===== config.mk =====
export PLATFORM = sky130hd
export DESIGN_NAME = ofe_front
export DESIGN_NICKNAME = d
export VERILOG_FILES = /design/src/sv/ofe_pkg.sv /design/src/sv/ofe_front.sv
export SDC_FILE = /design/constraint.sdc
export NUM_CORES = 1
export LEC_CHECK = 0
export ABC_AREA = 1
export BUFFER_PORTS_ARGS = -buffer_cell sky130_fd_sc_hd__buf_2
export CAP_MARGIN = 20
export CORE_MARGIN = 2
export CORE_UTILIZATION = 50
export DETAILED_ROUTE_END_ITERATION = 7
export PLACE_DENSITY = 0.76
export REMOVE_ABC_BUFFERS = 1
export SKIP_LAST_GASP = 1
export SLEW_MARGIN = 5
export SYNTH_ARGS = -nofsm -noshare
export SYNTH_HDL_FRONTEND = slang
export SYNTH_SLANG_ARGS = --single-unit

===== constraint.sdc =====
create_clock -name clock -period 4.3 [get_ports clock]
set_clock_uncertainty 0.05 [all_clocks]
set_input_delay 0.215 -clock clock [delete_from_list [all_inputs] [get_ports clock]]
set_output_delay 0.215 -clock clock [all_outputs]
set_load 0.05 [all_outputs]

===== src/sv/ofe_pkg.sv =====
// shared types and constants of the ofs file extractor
package ofe_pkg;

   typedef struct packed {
      logic [1:0]  opcode;
      logic [31:0] sector_word;
   } req_type;

   typedef struct packed {
      logic [1:0]  kind;
      logic [31:0] value;
      logic [2:0]  valid_bytes;
      logic        block_last;
   } rsp_type;

   typedef enum logic [1:0] {
      CMD_START,
      CMD_WORD,
      CMD_FAIL,
      CMD_NONE
   } cmd_kind_type;

   typedef struct packed {
      cmd_kind_type cmd;
      logic [31:0]  word;
   } cmd_type;

   localparam logic [1:0] OPC_START = 2'd0;
   localparam logic [1:0] OPC_WORD  = 2'd1;
   localparam logic [1:0] OPC_FAIL  = 2'd2;

   localparam logic [1:0] KIND_REQUEST = 2'd0;
   localparam logic [1:0] KIND_PAYLOAD = 2'd1;
   localparam logic [1:0] KIND_STATUS  = 2'd2;

   localparam logic [31:0] STATUS_FAIL = 32'd0;
   localparam logic [31:0] STATUS_OK   = 32'd1;

   localparam int CSR_INDEX_W = 3;
   localparam logic [CSR_INDEX_W-1:0] CSR_NAME_A   = 3'd0;
   localparam logic [CSR_INDEX_W-1:0] CSR_NAME_B   = 3'd1;
   localparam logic [CSR_INDEX_W-1:0] CSR_NAME_C   = 3'd2;
   localparam logic [CSR_INDEX_W-1:0] CSR_NAME_D   = 3'd3;
   localparam logic [CSR_INDEX_W-1:0] CSR_EXP_SIZE = 3'd4;
   localparam logic [CSR_INDEX_W-1:0] CSR_CAPACITY = 3'd5;

   localparam logic [31:0] ROOT_SECTOR   = 32'd880;
   localparam logic [31:0] T_HEADER      = 32'd2;
   localparam logic [31:0] T_LIST        = 32'd16;
   localparam logic [31:0] T_DATA        = 32'd8;
   localparam logic [31:0] ST_ROOT       = 32'd1;
   localparam logic [31:0] ST_FILE       = 32'hfffffffd;
   localparam logic [31:0] DATA_MAX      = 32'd488;
   localparam logic [10:0] HASH_MULT     = 11'd13;
   localparam logic [7:0]  CHAR_COLON    = 8'h3a;
   localparam logic [7:0]  CHAR_SLASH    = 8'h2f;
   localparam logic [7:0]  CHAR_LOW      = 8'd32;
   localparam logic [7:0]  CHAR_HIGH     = 8'd126;

   function automatic logic [7:0] upcase(input logic [7:0] c);
      logic [7:0] r;
      r = c;
      if (c >= 8'h61 && c <= 8'h7a) begin
         r = c - 8'd32;
      end
      return r;
   endfunction

endpackage


===== src/sv/ofe_front.sv =====
// front: input queue that accepts transfers and classifies the opcode
module ofe_front (
   input  logic            clock,
   input  logic            reset,
   input  logic            req_valid,
   output logic            req_stall,
   input  ofe_pkg::req_type req_payload,
   output logic            q_valid,
   output ofe_pkg::cmd_type q_cmd,
   input  logic            q_pop
);

   ofe_pkg::cmd_type q_ff [2];
   logic       wr_ptr_ff, wr_ptr_in;
   logic       rd_ptr_ff, rd_ptr_in;
   logic [1:0] count_ff, count_in;
   logic       push;
   ofe_pkg::cmd_type entry;

   always_comb begin
      entry.word = req_payload.sector_word;
      unique case (req_payload.opcode)
         ofe_pkg::OPC_START: entry.cmd = ofe_pkg::CMD_START;
         ofe_pkg::OPC_WORD:  entry.cmd = ofe_pkg::CMD_WORD;
         ofe_pkg::OPC_FAIL:  entry.cmd = ofe_pkg::CMD_FAIL;
         default:            entry.cmd = ofe_pkg::CMD_NONE;
      endcase
   end

   assign req_stall = (count_ff == 2'd2);
   assign push      = req_valid && !req_stall;
   assign q_valid   = (count_ff != 2'd0);
   assign q_cmd     = q_ff[rd_ptr_ff];

   always_comb begin
      wr_ptr_in = wr_ptr_ff ^ push;
      rd_ptr_in = rd_ptr_ff ^ q_pop;
      count_in  = count_ff + 2'(push) - 2'(q_pop);
   end

   always_ff @(posedge clock) begin
      if (push) begin
         q_ff[wr_ptr_ff] <= entry;
      end
   end

   always_ff @(posedge clock) begin
      if (reset) begin
         wr_ptr_ff <= 1'b0;
         rd_ptr_ff <= 1'b0;
         count_ff  <= 2'd0;
      end else begin
         wr_ptr_ff <= wr_ptr_in;
         rd_ptr_ff <= rd_ptr_in;
         count_ff  <= count_in;
      end
   end

endmodule


* Word level (Yosys, flattened, before mapping)
Memories as Yosys holds them, arrays and structs flattened. A register that Yosys moved wholly into a read port is not among the register bits.
Index checks and enable logic that the tools add are counted.
** Cells by class
- Add/sub/neg operators :: 2
- Multiply operators :: 0
- Div/mod/pow operators :: 0
- Order comparisons :: 0
- Equality and inequality tests :: 3
- Shift operators :: 0
- Mux-type cells :: 4
- Bitwise operators :: 2
- Reduce and logical (&&, ||, !) cells :: 4
** Operator list (number)
- $pmux 2 s3 :: 1
- $eq 2x2->1 const B :: 2
- $mux 1 :: 3
- $add 2x1->2 :: 1
- $eq 2x1->1 const B :: 1
- $logic_not 2->1 :: 1
- $reduce_bool 2->1 :: 1
- $sub 2x1->2 :: 1
- $xor 1x1->1 :: 2
- $logic_and 1x1->1 :: 1
- $logic_not 1->1 :: 1
** Storage, ports and cells
- Register bits :: 4
- Latch bits :: 0
- Memory bits (writable) :: 68
- Bits in read-only memories :: 0
- Input bits :: 38
- Output and inout port bits :: 36
- Memories kept :: 1
** Memories
- q_ff :: words 2, bits a word 34, rd ports 1, clocked after Yosys merged registers in 1, wr ports 1, RTL line ofe_front.sv:13 : ofe_pkg::cmd_type q_ff [2];

* Logic depth before layout (Yosys ltp)
Gate-level depths: netlist (run 1).
- Depth in word-level cells :: 5
- Depth in mapped cells :: 10

* Worst setup path before layout (run 1)
OpenSTA, ideal clock, no wires.
- Path kind :: reg-to-reg
- Start :: register count_ff[1]
- End :: memory q_ff[1][0] (netlist name), enable pin
- Library setup time :: 0.394 ns
- Arrival time :: 1.432 ns
- Data required time :: 3.856 ns
- Slack :: 2.423 ns
- Cell stages (with the launch flop) :: 5
- Buffers on the path :: 0
- Cells stage by stage :: dfxtp_1 > inv_1 > o21ai_0 > inv_1 > ha_1
** On the way
- Word-level cells in the longest chain between the ends :: 5
** Ends and longest elaborated chain
- start: declaration :: RTL line ofe_front.sv:16 : logic [1:0] count_ff, count_in;
- start signal: assignment :: RTL line ofe_front.sv:55 : count_ff <= count_in;
- $eq 2x2->1 :: RTL line ofe_front.sv:30 : assign req_stall = (count_ff == 2'd2);
- $logic_not 1->1 :: RTL line ofe_front.sv:31 : assign push = req_valid && !req_stall;
- $logic_and 1x1->1 :: RTL line ofe_front.sv:31
- $mux 1 :: RTL line ofe_front.sv:42 : if (push) begin
- $mux 1 (not written as such) :: RTL line ofe_front.sv:43 : q_ff[wr_ptr_ff] <= entry;
- end: declaration :: RTL line ofe_front.sv:13
No other way between the ends.

==> key figures, run 1 <==
Floorplanning
  – Die Area: 6280 sq um
  – I/O pin count: 74
  – Std-Cell Rows: 27
  – Die H: 79.3 um
  – Overall die width: 79.3 um
  – CORE AREA: 5470 sq um
  – Starting Density: 51.8%

CTS
  – Root Driver: clkbuf_8
  – Max Root-Sink Buffers: 2
  – CTS H-tree depth: 3
  – Num CTS Buffers: 9
  – Clock sink count: 72
  – Clock slew at reported path FFs: 0.07 ns
  – Post-CTS setup buffer count: 0
  – TritonCTS clock tree: yes
  – Clock Latency Late Sink: 0.32 ns
  – Post-CTS sizing: 0

Layout
  – Finished Layout Cells: 297
  – Diode count: 0
  – Design area: 3430 sq um
  – Layout cells sized above 1: 55.1%
  – Nets@finish: 262
  – Area delta synth->final: 21.2%
  – Fill cell count: 410

Place
  – Placed cell areas: 3220 sq um
  – PortBufs: 73
  – Placed Cells: 276
  – Worst slack, placed: 2.30 ns
  – Gpl congestion: 0.689
  – Dpl hpwl: 2800 um

Yosys
  – Cell area after synthesis: 2830 sq um
  – Number of flops mapped to enable cells by yosys: 68
  – Syn avg cell area: 20.7 sq um
  – Post-synth top area share: 72.1%
  – Count leader, synth: edfxtp_1
  – Seq/Total Area, Yosys: 74.9%
  – Syn Inst Count: 137
  – Async SR Flop Fraction: 0%
  – Largest cells by area after synthesis: edfxtp_1 (72%), mux2_4 (15%), dfxtp_1 (2.8%)
  – Register bit total from synthesis: 72
  – Yosys Warn Count: 0
  – Synth top cells by count: edfxtp_1 (68), mux2_4 (29), inv_1 (8), mux2_2 (5), nor2_1 (5)
  – Yosys top cell by area: edfxtp_1
  – Synth cell types: 16
  – Most used DFF post-synth: edfxtp_1

Global route
  – Gr usage total: 14.6%
  – Overflow after GRT: 0
  – Largest net degree at the start of global routing: 36
  – Vias in the first global route: 1,412
  – Initial antenna violation count: 0
  – First-pass GRT wire length: 6600 um

Drt
  – Vias: 1,419
  – DRT Wirelength: 4300 um
  – Total iterations of the first detailed-routing run: 4
  – Via density: 4.78
  – Antenna Nets Post-Route: 0
  – DRC Markers: 0
  – Routed length per instance: 14.5 um
  – 1st-iter DRT viols: 62

Setup path
  – R2R setup slack: 2.48 ns
  – CP Capture Type: output port
  – Kind of critical path: reg2out
  – Critical Path RT: 4.03 ns
  – Worst EP arrival: 1.72 ns
  – Worst setup SP type: flip-flop
  – Crit-path max FO: 25

Timing
  – # setup viols final: 0
  – Final Max Tran Viols: 0
  – Final Hold Viols: 0
  – RSZ-0062 raised after global routing: false
  – TNS Setup: 0 ns
  – Final period utilization: 46.2%
  – Final WS setup: 2.31 ns
  – Min Tclk post-route: 1.99 ns
  – Slew HR: 43.8%
  – Worst-margin pin slew: 0.843 ns
  – Fmax: 0.503 GHz

Worst hold path
  – Worst hold path type: in2reg

Run status
  – Outcome: finished clean

Pwr
  – Total power: 1720 uW
  – PD cells: 501 nW/um^2
  – Leakage power: 0.00138 uW
  – Peak VDD IR: 0.303 mV

Run
  – Max Cap Viol: 0
[worst paths after layout]
kind                  start          end  cells after the start
min          req_payload[4]   q_ff[0][4]                      1
max               rd_ptr_ff     q_cmd[0]                      3
max reg2reg     count_ff[1]  q_ff[1][26]                      4
min reg2reg     count_ff[1]  count_ff[1]                      3
[sequential cells by signal, indices dropped and copies added, names as in the netlist]
name and count:
wr_ptr_ff 1, count_ff 2, q_ff 68, rd_ptr_ff 1
[cell usage in the layout (no fill, tap or decap), types with 2 or more instances in the layout]
| cell type | Yosys | layout |
|---|---|---|
| clkbuf_8 | 0 | 9 |
| mux2_4 | 29 | 29 |
| ha_2 | 0 | 2 |
| ha_1 | 4 | 2 |
| edfxtp_1 | 68 | 68 |
| inv_1 | 8 | 8 |
| buf_2 | 0 | 73 |
| dfxtp_1 | 4 | 3 |
| nand2_1 | 3 | 3 |
| dlygate4sd3_1 | 0 | 4 |
| mux2_2 | 5 | 5 |
| clkinv_2 | 0 | 2 |
| clkbuf_1 | 2 | 3 |
| nor2_1 | 5 | 5 |
[stage by stage]
step	hold slack, ns	utilization [%]
floorplan	0.232	-
global placement	0.354	58.8
detailed placement	0.357	58.8
CTS	0.00384	61.6
global route	0.000306	62.7
finish	0.0213	62.7
[worst max-delay path, cell delays in order (launching register included)]
cell and delay, ns:
dfxtp_2 0.55, buf_12 0.26, mux2_2 0.35, buf_2 0.21
[layout make-up]
class	count	area [sq um]	area share, %
Tap cell	72	90.1	2.62
Clock inverter	4	21.3	0.620
Multi-Input combinational cell	51	607	17.7
Inverter	8	30.0	0.875
Sequential cell	72	2120	61.9
Clock buffer	12	135	3.94
Timing Repair Buffer	78	425	12.4
[per-layer routing]
metal | GRT usage (%) | up-vias | wire length, um
li1 | - | 678 | -
met1 | 16.2 | 684 | 1750
met2 | 24.5 | 48 | 2190
met3 | 5.68 | 9 | 276
met4 | 7.41 | 0 | 77
met5 | 0 | - | 0
[kinds of logic (layout without fill, tap and decap cells)]
logic type / after synthesis / count (layout) / share of synthesized area [%]
AOI/OAI and AO/OA: 2 / 2 / 0.353
xor gates and xnor gates: 1 / 1 / 0.309
adders and majority gates: 4 / 4 / 1.77
buffers and inverters: 14 / 102 / 3.84
DFF: 72 / 72 / 74.9
muxes: 34 / 34 / 17.4
and+or+nand+nor: 10 / 10 / 1.46
[report_power, final]
group	leakage [uW]	total (uW)	switching (uW)	internal, uW
registers	0.000667	876	24.0	852
clock network	0.0000778	426	220	206
logic	0.000640	419	285	133
total	0.00138	1720	529	1190
[repair_timing]
action,4_1_cts,5_1_grt
endpoints found under the hold margin,0,7
hold buffers,0,4
endpoints found under the setup margin,0,0
Power figures use the tool's default switching activity.
==> run 2: changes to the inputs <==
- clock period: 4.3 -> 1.9 ns (I/O delays scaled with it)
==> run 2 against run 1 <==
Via count increased by 10%. Count of clock-buffer cells in the layout down 3. Critical path type unchanged. Worst setup slack worse by 2.2 ns. Sequential cell count unchanged. First-iteration DRC count increased by 8.1%.
==> key figures, run 2 (synthesis results as in run 1) <==
CTS
  – Clock sink count: 72 (unchanged)
  – Root Driver: clkbuf_8
  – Num CTS Buffers: 9 (unchanged)
  – Post-CTS sizing: 0 (unchanged)
  – Clock Latency Late Sink: 0.33 ns (about the same)
  – Hold bufs inserted after CTS: 36 (+36)
  – CTS H-tree depth: 3 (unchanged)
  – TritonCTS clock tree: yes
  – Clock slew at reported path FFs: 0.07 ns (about the same)
  – Post-CTS setup buffer count: 0 (unchanged)
  – Max Root-Sink Buffers: 2 (unchanged)

Worst hold path
  – Worst Hold Path Cells: 5 (+4)
  – Min-Delay Endpoint: wr_ptr_ff
  – Worst hold path type: in2reg
  – Hold path startpoint: req_valid

Global route
  – Largest net degree at the start of global routing: 35 (-2.8%)
  – Gr usage total: 17.0% (+2.4 points)
  – Overflow after GRT: 0 (unchanged)
  – Vias in the first global route: 1,689 (+20%)
  – Grt met1 use: 18.5% (+2.2 points)
  – Initial antenna violation count: 0 (unchanged)
  – First-pass GRT wire length: 7650 um (+16%)
  – Met2 usage: 30.0% (+5.5 points)
  – Busiest layer in global routing: met2
  – Global routing usage on met3: 3.98% (-1.7 points)

Floorplanning
  – Die H: 79.3 um (unchanged)
  – Die Area: 6280 sq um (unchanged)
  – Starting Density: 51.8% (unchanged)
  – Overall die width: 79.3 um (unchanged)
  – Std-Cell Rows: 27 (unchanged)
  – CORE AREA: 5470 sq um (unchanged)
  – I/O pin count: 74 (unchanged)

Setup path
  – R2R Path Start: count_ff[1]
  – CP Capture Type: output port
  – Max incr delay on CP: 0.38 ns (-0.17 ns)
  – Crit-path max FO: 21 (-16%)
  – Worst setup SP type: flip-flop
  – R2R setup slack: 0.25 ns (-2.23 ns)
  – FF-to-FF path depth: 10 (+6)
  – Kind of critical path: reg2out
  – Worst EP arrival: 1.60 ns (-0.12 ns)
  – Crit-path slowest cell: mux2_2
  – CP Cell Sequence: buf_4 > mux2_2 > buf_2
  – Critical Path RT: 1.75 ns (-2.28 ns)
  – Reg2reg end: count_ff[1]

Timing
  – Final Max Tran Viols: 0 (unchanged)
  – Worst-margin pin slew: 0.388 ns (-0.455 ns)
  – TNS Setup: 0 ns (unchanged)
  – Final period utilization: 91.9%
  – Min Tclk post-route: 1.75 ns
  – # setup viols final: 0 (unchanged)
  – RSZ-0062 raised after global routing: false
  – Fmax: 0.573 GHz
  – Slew HR: 74.1% (+30 points)
  – Final Hold Viols: 0 (unchanged)

Drt
  – Antenna Nets Post-Route: 0 (unchanged)
  – Total iterations of the first detailed-routing run: 4 (unchanged)
  – DRC Markers: 0 (unchanged)
  – Routed length per instance: 15.1 um (+4.2%)
  – Vias: 1,566 (+10%)
  – 1st-iter DRT viols: 67 (+8.1%)
  – DRT Wirelength: 5000 um (+16%)
  – Via density: 4.72 (-1.3%)

Layout
  – Most common cell after layout, fill and taps aside: buf_2
  – Top flop regs: q_ff: 68 flops, count_ff: 2 flops
  – Final Util: 70.6% (+7.9 points)
  – Max FFs per register: 68 (unchanged)
  – Fill cell count: 384 (-6.3%)
  – Multi-input gate area: 607 sq um (unchanged)
  – Commonest cells after routing, fill and taps aside: buf_2 (73), edfxtp_1 (68), dlygate4sd3_1 (36)
  – Area delta synth->final: 36.4%
  – Nets@finish: 297 (+13%)
  – Register Area: 2120 sq um (unchanged)
  – Layout cells sized above 1: 49.6% (-5.5 points)
  – Design area: 3860 sq um (+13%)
  – Largest reg by FF count: q_ff
  – Diode count: 0 (unchanged)

Run status
  – Outcome: finished clean

Place
  – Placed cell areas: 3270 sq um (+1.7%)
  – Dpl hpwl: 3060 um (+9.3%)
  – PortBufs: 73 (unchanged)
  – Gpl congestion: 0.694 (+0.73%)

Run
  – Max Cap Viol: 0 (unchanged)

Pwr
  – Leakage power: 0.00157 uW (+14%)
  – PD cells: 1140 nW/um^2 (+130%)
  – Peak VDD IR: 0.632 mV (+110%)
run 2: cell count changes in the layout (fill, tap and decap cells not counted), sizes merged:
cell and delta:
clkbuf -3, bufinv +3, buf +3, dlygate4sd3 +32
run 2: area by class of cell:
cell class	instances	area share [%]
tap	72	2.33
sequential	72	54.9
clock buffer	9	3.20
timing repair buffer	113	20.2
multi-input combinational	51	15.7
clock inverter	7	2.85
inverter	8	0.777
run 2: through the flow:
stage	std cells	worst slack (ns)	hold WS (ns)	total power, uW
finish	332	0.153	0.227	4390
global route	332	0.0676	0.271	4550
CTS	332	0.127	0.221	4440
detailed placement	280	0.276	0.237	2990
global placement	280	0.455	0.234	2970
floorplan	131	-0.218	0.112	2750
run 2: power by group:
group / switching, uW / total [uW] / internal, uW
logic: 680 / 1040 / 363
registers: 43.5 / 1970 / 1920
clock network: 523 / 1380 / 860
run 2: layer usage:
metal	wire, um	share of wire (%)	vias up
li1	-	-	749
met1	2010	40	757
met2	2670	53	52
met3	253	5.1	8
met4	78	1.6	0
met5	0	0	-
run 2: worst max path at each step:
stage | slack (ns) | startpoint | to | depth (start not counted)
final | 0.15 | rd_ptr_ff | q_cmd[3] | 3
after global routing | 0.07 | count_ff[1] | count_ff[1] | 10
after CTS | 0.13 | rd_ptr_ff | q_cmd[3] | 3
after detailed placement | 0.28 | count_ff[1] | count_ff[1] | 10
after global placement | 0.45 | count_ff[1] | count_ff[1] | 10
after floorplan | -0.22 | rd_ptr_ff | q_cmd[0] | 1
run 2: worst max-delay path: cells and delay by family, from the launching register on:
family / cells / cell delay [ns]
buf+inv: 2 / 0.56
flops: 1 / 0.32
mux: 1 / 0.38
==> run 3: changes to the inputs <==
- GPL_TIMING_DRIVEN: unset -> 0
==> run 3 against run 2 <==
Hold slack got worse by 0.029 ns. Largest cell class unchanged. Largest power group unchanged. First-iteration DRC count increased by 45%. Wire length shrank 3.8%. Cell count down 0.60%. Critical path depth grew 1. Core utilization decreased by 0.66 points. Critical path type is now reg2reg.
==> key figures, run 3 (synthesis results as in run 1) <==
Run status
  – Outcome: finished clean

Place
  – PortBufs: 73 (unchanged)
  – Dpl hpwl: 2820 um (-7.8%)
  – Placed cell areas: 3240 sq um (-1.1%)
  – Placed Cells: 277 (-1.1%)
  – Gpl congestion: 0.699 (+0.60%)

Layout
  – Max FFs per register: 68 (unchanged)
  – Commonest cells after routing, fill and taps aside: buf_2 (73), edfxtp_1 (68), dlygate4sd3_1 (36)
  – Area delta synth->final: 35.2%
  – Design area: 3830 sq um (-0.94%)
  – Most common cell after layout, fill and taps aside: buf_2
  – Fill cell count: 378 (-1.6%)
  – Finished Layout Cells: 330 (-0.60%)
  – Layout cells sized above 1: 49.2% (-0.39 points)
  – Largest reg by FF count: q_ff
  – Top flop regs: q_ff: 68 flops, count_ff: 2 flops
  – Multi-input gate area: 607 sq um (unchanged)
  – Diode count: 0 (unchanged)
  – Nets@finish: 295 (-0.67%)
  – Register Area: 2130 sq um (+0.12%)

CTS
  – CTS H-tree depth: 3 (unchanged)
  – Clock Latency Late Sink: 0.33 ns (about the same)
  – Clock sink count: 72 (unchanged)
  – Max Root-Sink Buffers: 2 (unchanged)
  – Root Driver: clkbuf_8
  – Clock slew at reported path FFs: 0.07 ns (about the same)
  – TritonCTS clock tree: yes
  – Num CTS Buffers: 9 (unchanged)

Timing
  – RSZ-0062 raised after global routing: true
  – Final Hold Viols: 0 (unchanged)
  – Slew HR: 42.4% (-32 points)
  – Final Max Tran Viols: 0 (unchanged)
  – Fmax: 0.552 GHz (-3.5%)
  – Min Tclk post-route: 1.81 ns (+0.0642 ns)
  – Worst-margin pin slew: 0.864 ns (+0.476 ns)
  – Final period utilization: 95.3% (+3.4 points)
  – # setup viols final: 0 (unchanged)

Floorplanning
  – Die H: 79.3 um (unchanged)
  – Overall die width: 79.3 um (unchanged)
  – Die Area: 6280 sq um (unchanged)
  – I/O pin count: 74 (unchanged)
  – CORE AREA: 5470 sq um (unchanged)
  – Starting Density: 51.8% (unchanged)
  – Std-Cell Rows: 27 (unchanged)

Global route
  – Largest net degree at the start of global routing: 35 (unchanged)
  – Overflow after GRT: 0 (unchanged)
  – Vias in the first global route: 1,610 (-4.7%)
  – First-pass GRT wire length: 7270 um (-5.1%)
  – Gr usage total: 16.1% (-0.94 points)
  – Initial antenna violation count: 0 (unchanged)

Drt
  – Routed length per instance: 14.6 um (-3.3%)
  – Via density: 4.64 (-1.6%)
  – Total iterations of the first detailed-routing run: 4 (unchanged)
  – DRT Wirelength: 4810 um (-3.8%)
  – Antenna Nets Post-Route: 0 (unchanged)
  – 1st-iter DRT viols: 97 (+45%)
  – DRC Markers: 0 (unchanged)
  – Vias: 1,531 (-2.2%)

Setup path
  – R2R setup slack: 0.09 ns (-0.16 ns)
  – Worst EP arrival: 1.72 ns (+0.12 ns)
  – Worst setup SP type: flip-flop
  – Critical Path RT: 1.81 ns (+0.06 ns)
  – Reg2reg end: q_ff[0][2]
  – Kind of critical path: reg2reg
  – R2R Path Start: count_ff[1]
  – Crit-path max FO: 34 (+62%)
  – FF-to-FF path depth: 4 (-6)
  – CP Capture Type: flip-flop

Worst hold path
  – Hold path startpoint: req_valid
  – Worst Hold Path Cells: 5 (unchanged)
  – Min-Delay Endpoint: wr_ptr_ff
  – Worst hold path type: in2reg

Pwr
  – Peak VDD IR: 0.612 mV (-3.2%)
  – Leakage power: 0.00156 uW (-0.93%)
  – PD cells: 1110 nW/um^2 (-2.3%)
  – Total power: 4250 uW (-3.2%)

Run
  – Max Cap Viol: 0 (unchanged)
run 3: worst max path at each step:
stage	startpoint	end	slack (ns)	depth (start not counted)
floorplan	rd_ptr_ff	q_cmd[0]	-0.22	1
global placement	rd_ptr_ff	q_cmd[0]	-0.74	2
detailed placement	count_ff[1]	q_ff[0][19]	0.05	4
CTS	rd_ptr_ff	q_cmd[3]	0.04	3
global route	count_ff[1]	q_ff[0][5]	-0.06	4
finish	count_ff[1]	q_ff[0][2]	0.09	4
run 3: timing repair:
action                                  4_1_cts  5_1_grt
endpoints found under the setup margin       18       69
buffers inserted                              0        1
hold buffers                                 36        0
resized for setup                             1        0
pin swaps                                     0        0
hold endpoints to repair                     71        0
run 3: metrics by stage:
step	utilization, %	setup TNS, ns	setup WS [ns]	hold slack [ns]
2_1_floorplan	-	-4.48	-0.218	0.112
3_3_place_gp	58.6	-58.36	-0.745	0.233
3_5_place_dp	59.1	0	0.0523	0.236
4_1_cts	69.6	0	0.0401	0.190
5_1_grt	70.0	-3.36	-0.0619	0.238
6_report	70.0	0	0.0892	0.198
run 3: critical path: stages (launching register included):
cell     delay [ns]
dfxtp_1        0.31
inv_1          0.10
o21ai_0        0.11
inv_1          0.10
ha_2           0.76
run 3: routing by layer:
metal | GRT usage, % | wire (um)
met5 | 0 | 0
met4 | 8.45 | 71
met3 | 3.18 | 182
met1 | 18.1 | 2010
met2 | 28.6 | 2540
run 3: layout make-up:
cell class | instances | area share (%)
inverters | 8 | 0.784
clock buffers | 9 | 3.24
well taps | 72 | 2.35
clock inverters | 7 | 2.25
flip-flops and latches | 72 | 55.5
multi-input cells | 51 | 15.8
repair buffers | 111 | 20.0
run 3: power by group:
part	leakage [uW]	internal [uW]	switching, uW
clock	0.000108	728	526
combinational	0.000783	354	671
sequential	0.000668	1930	45.4
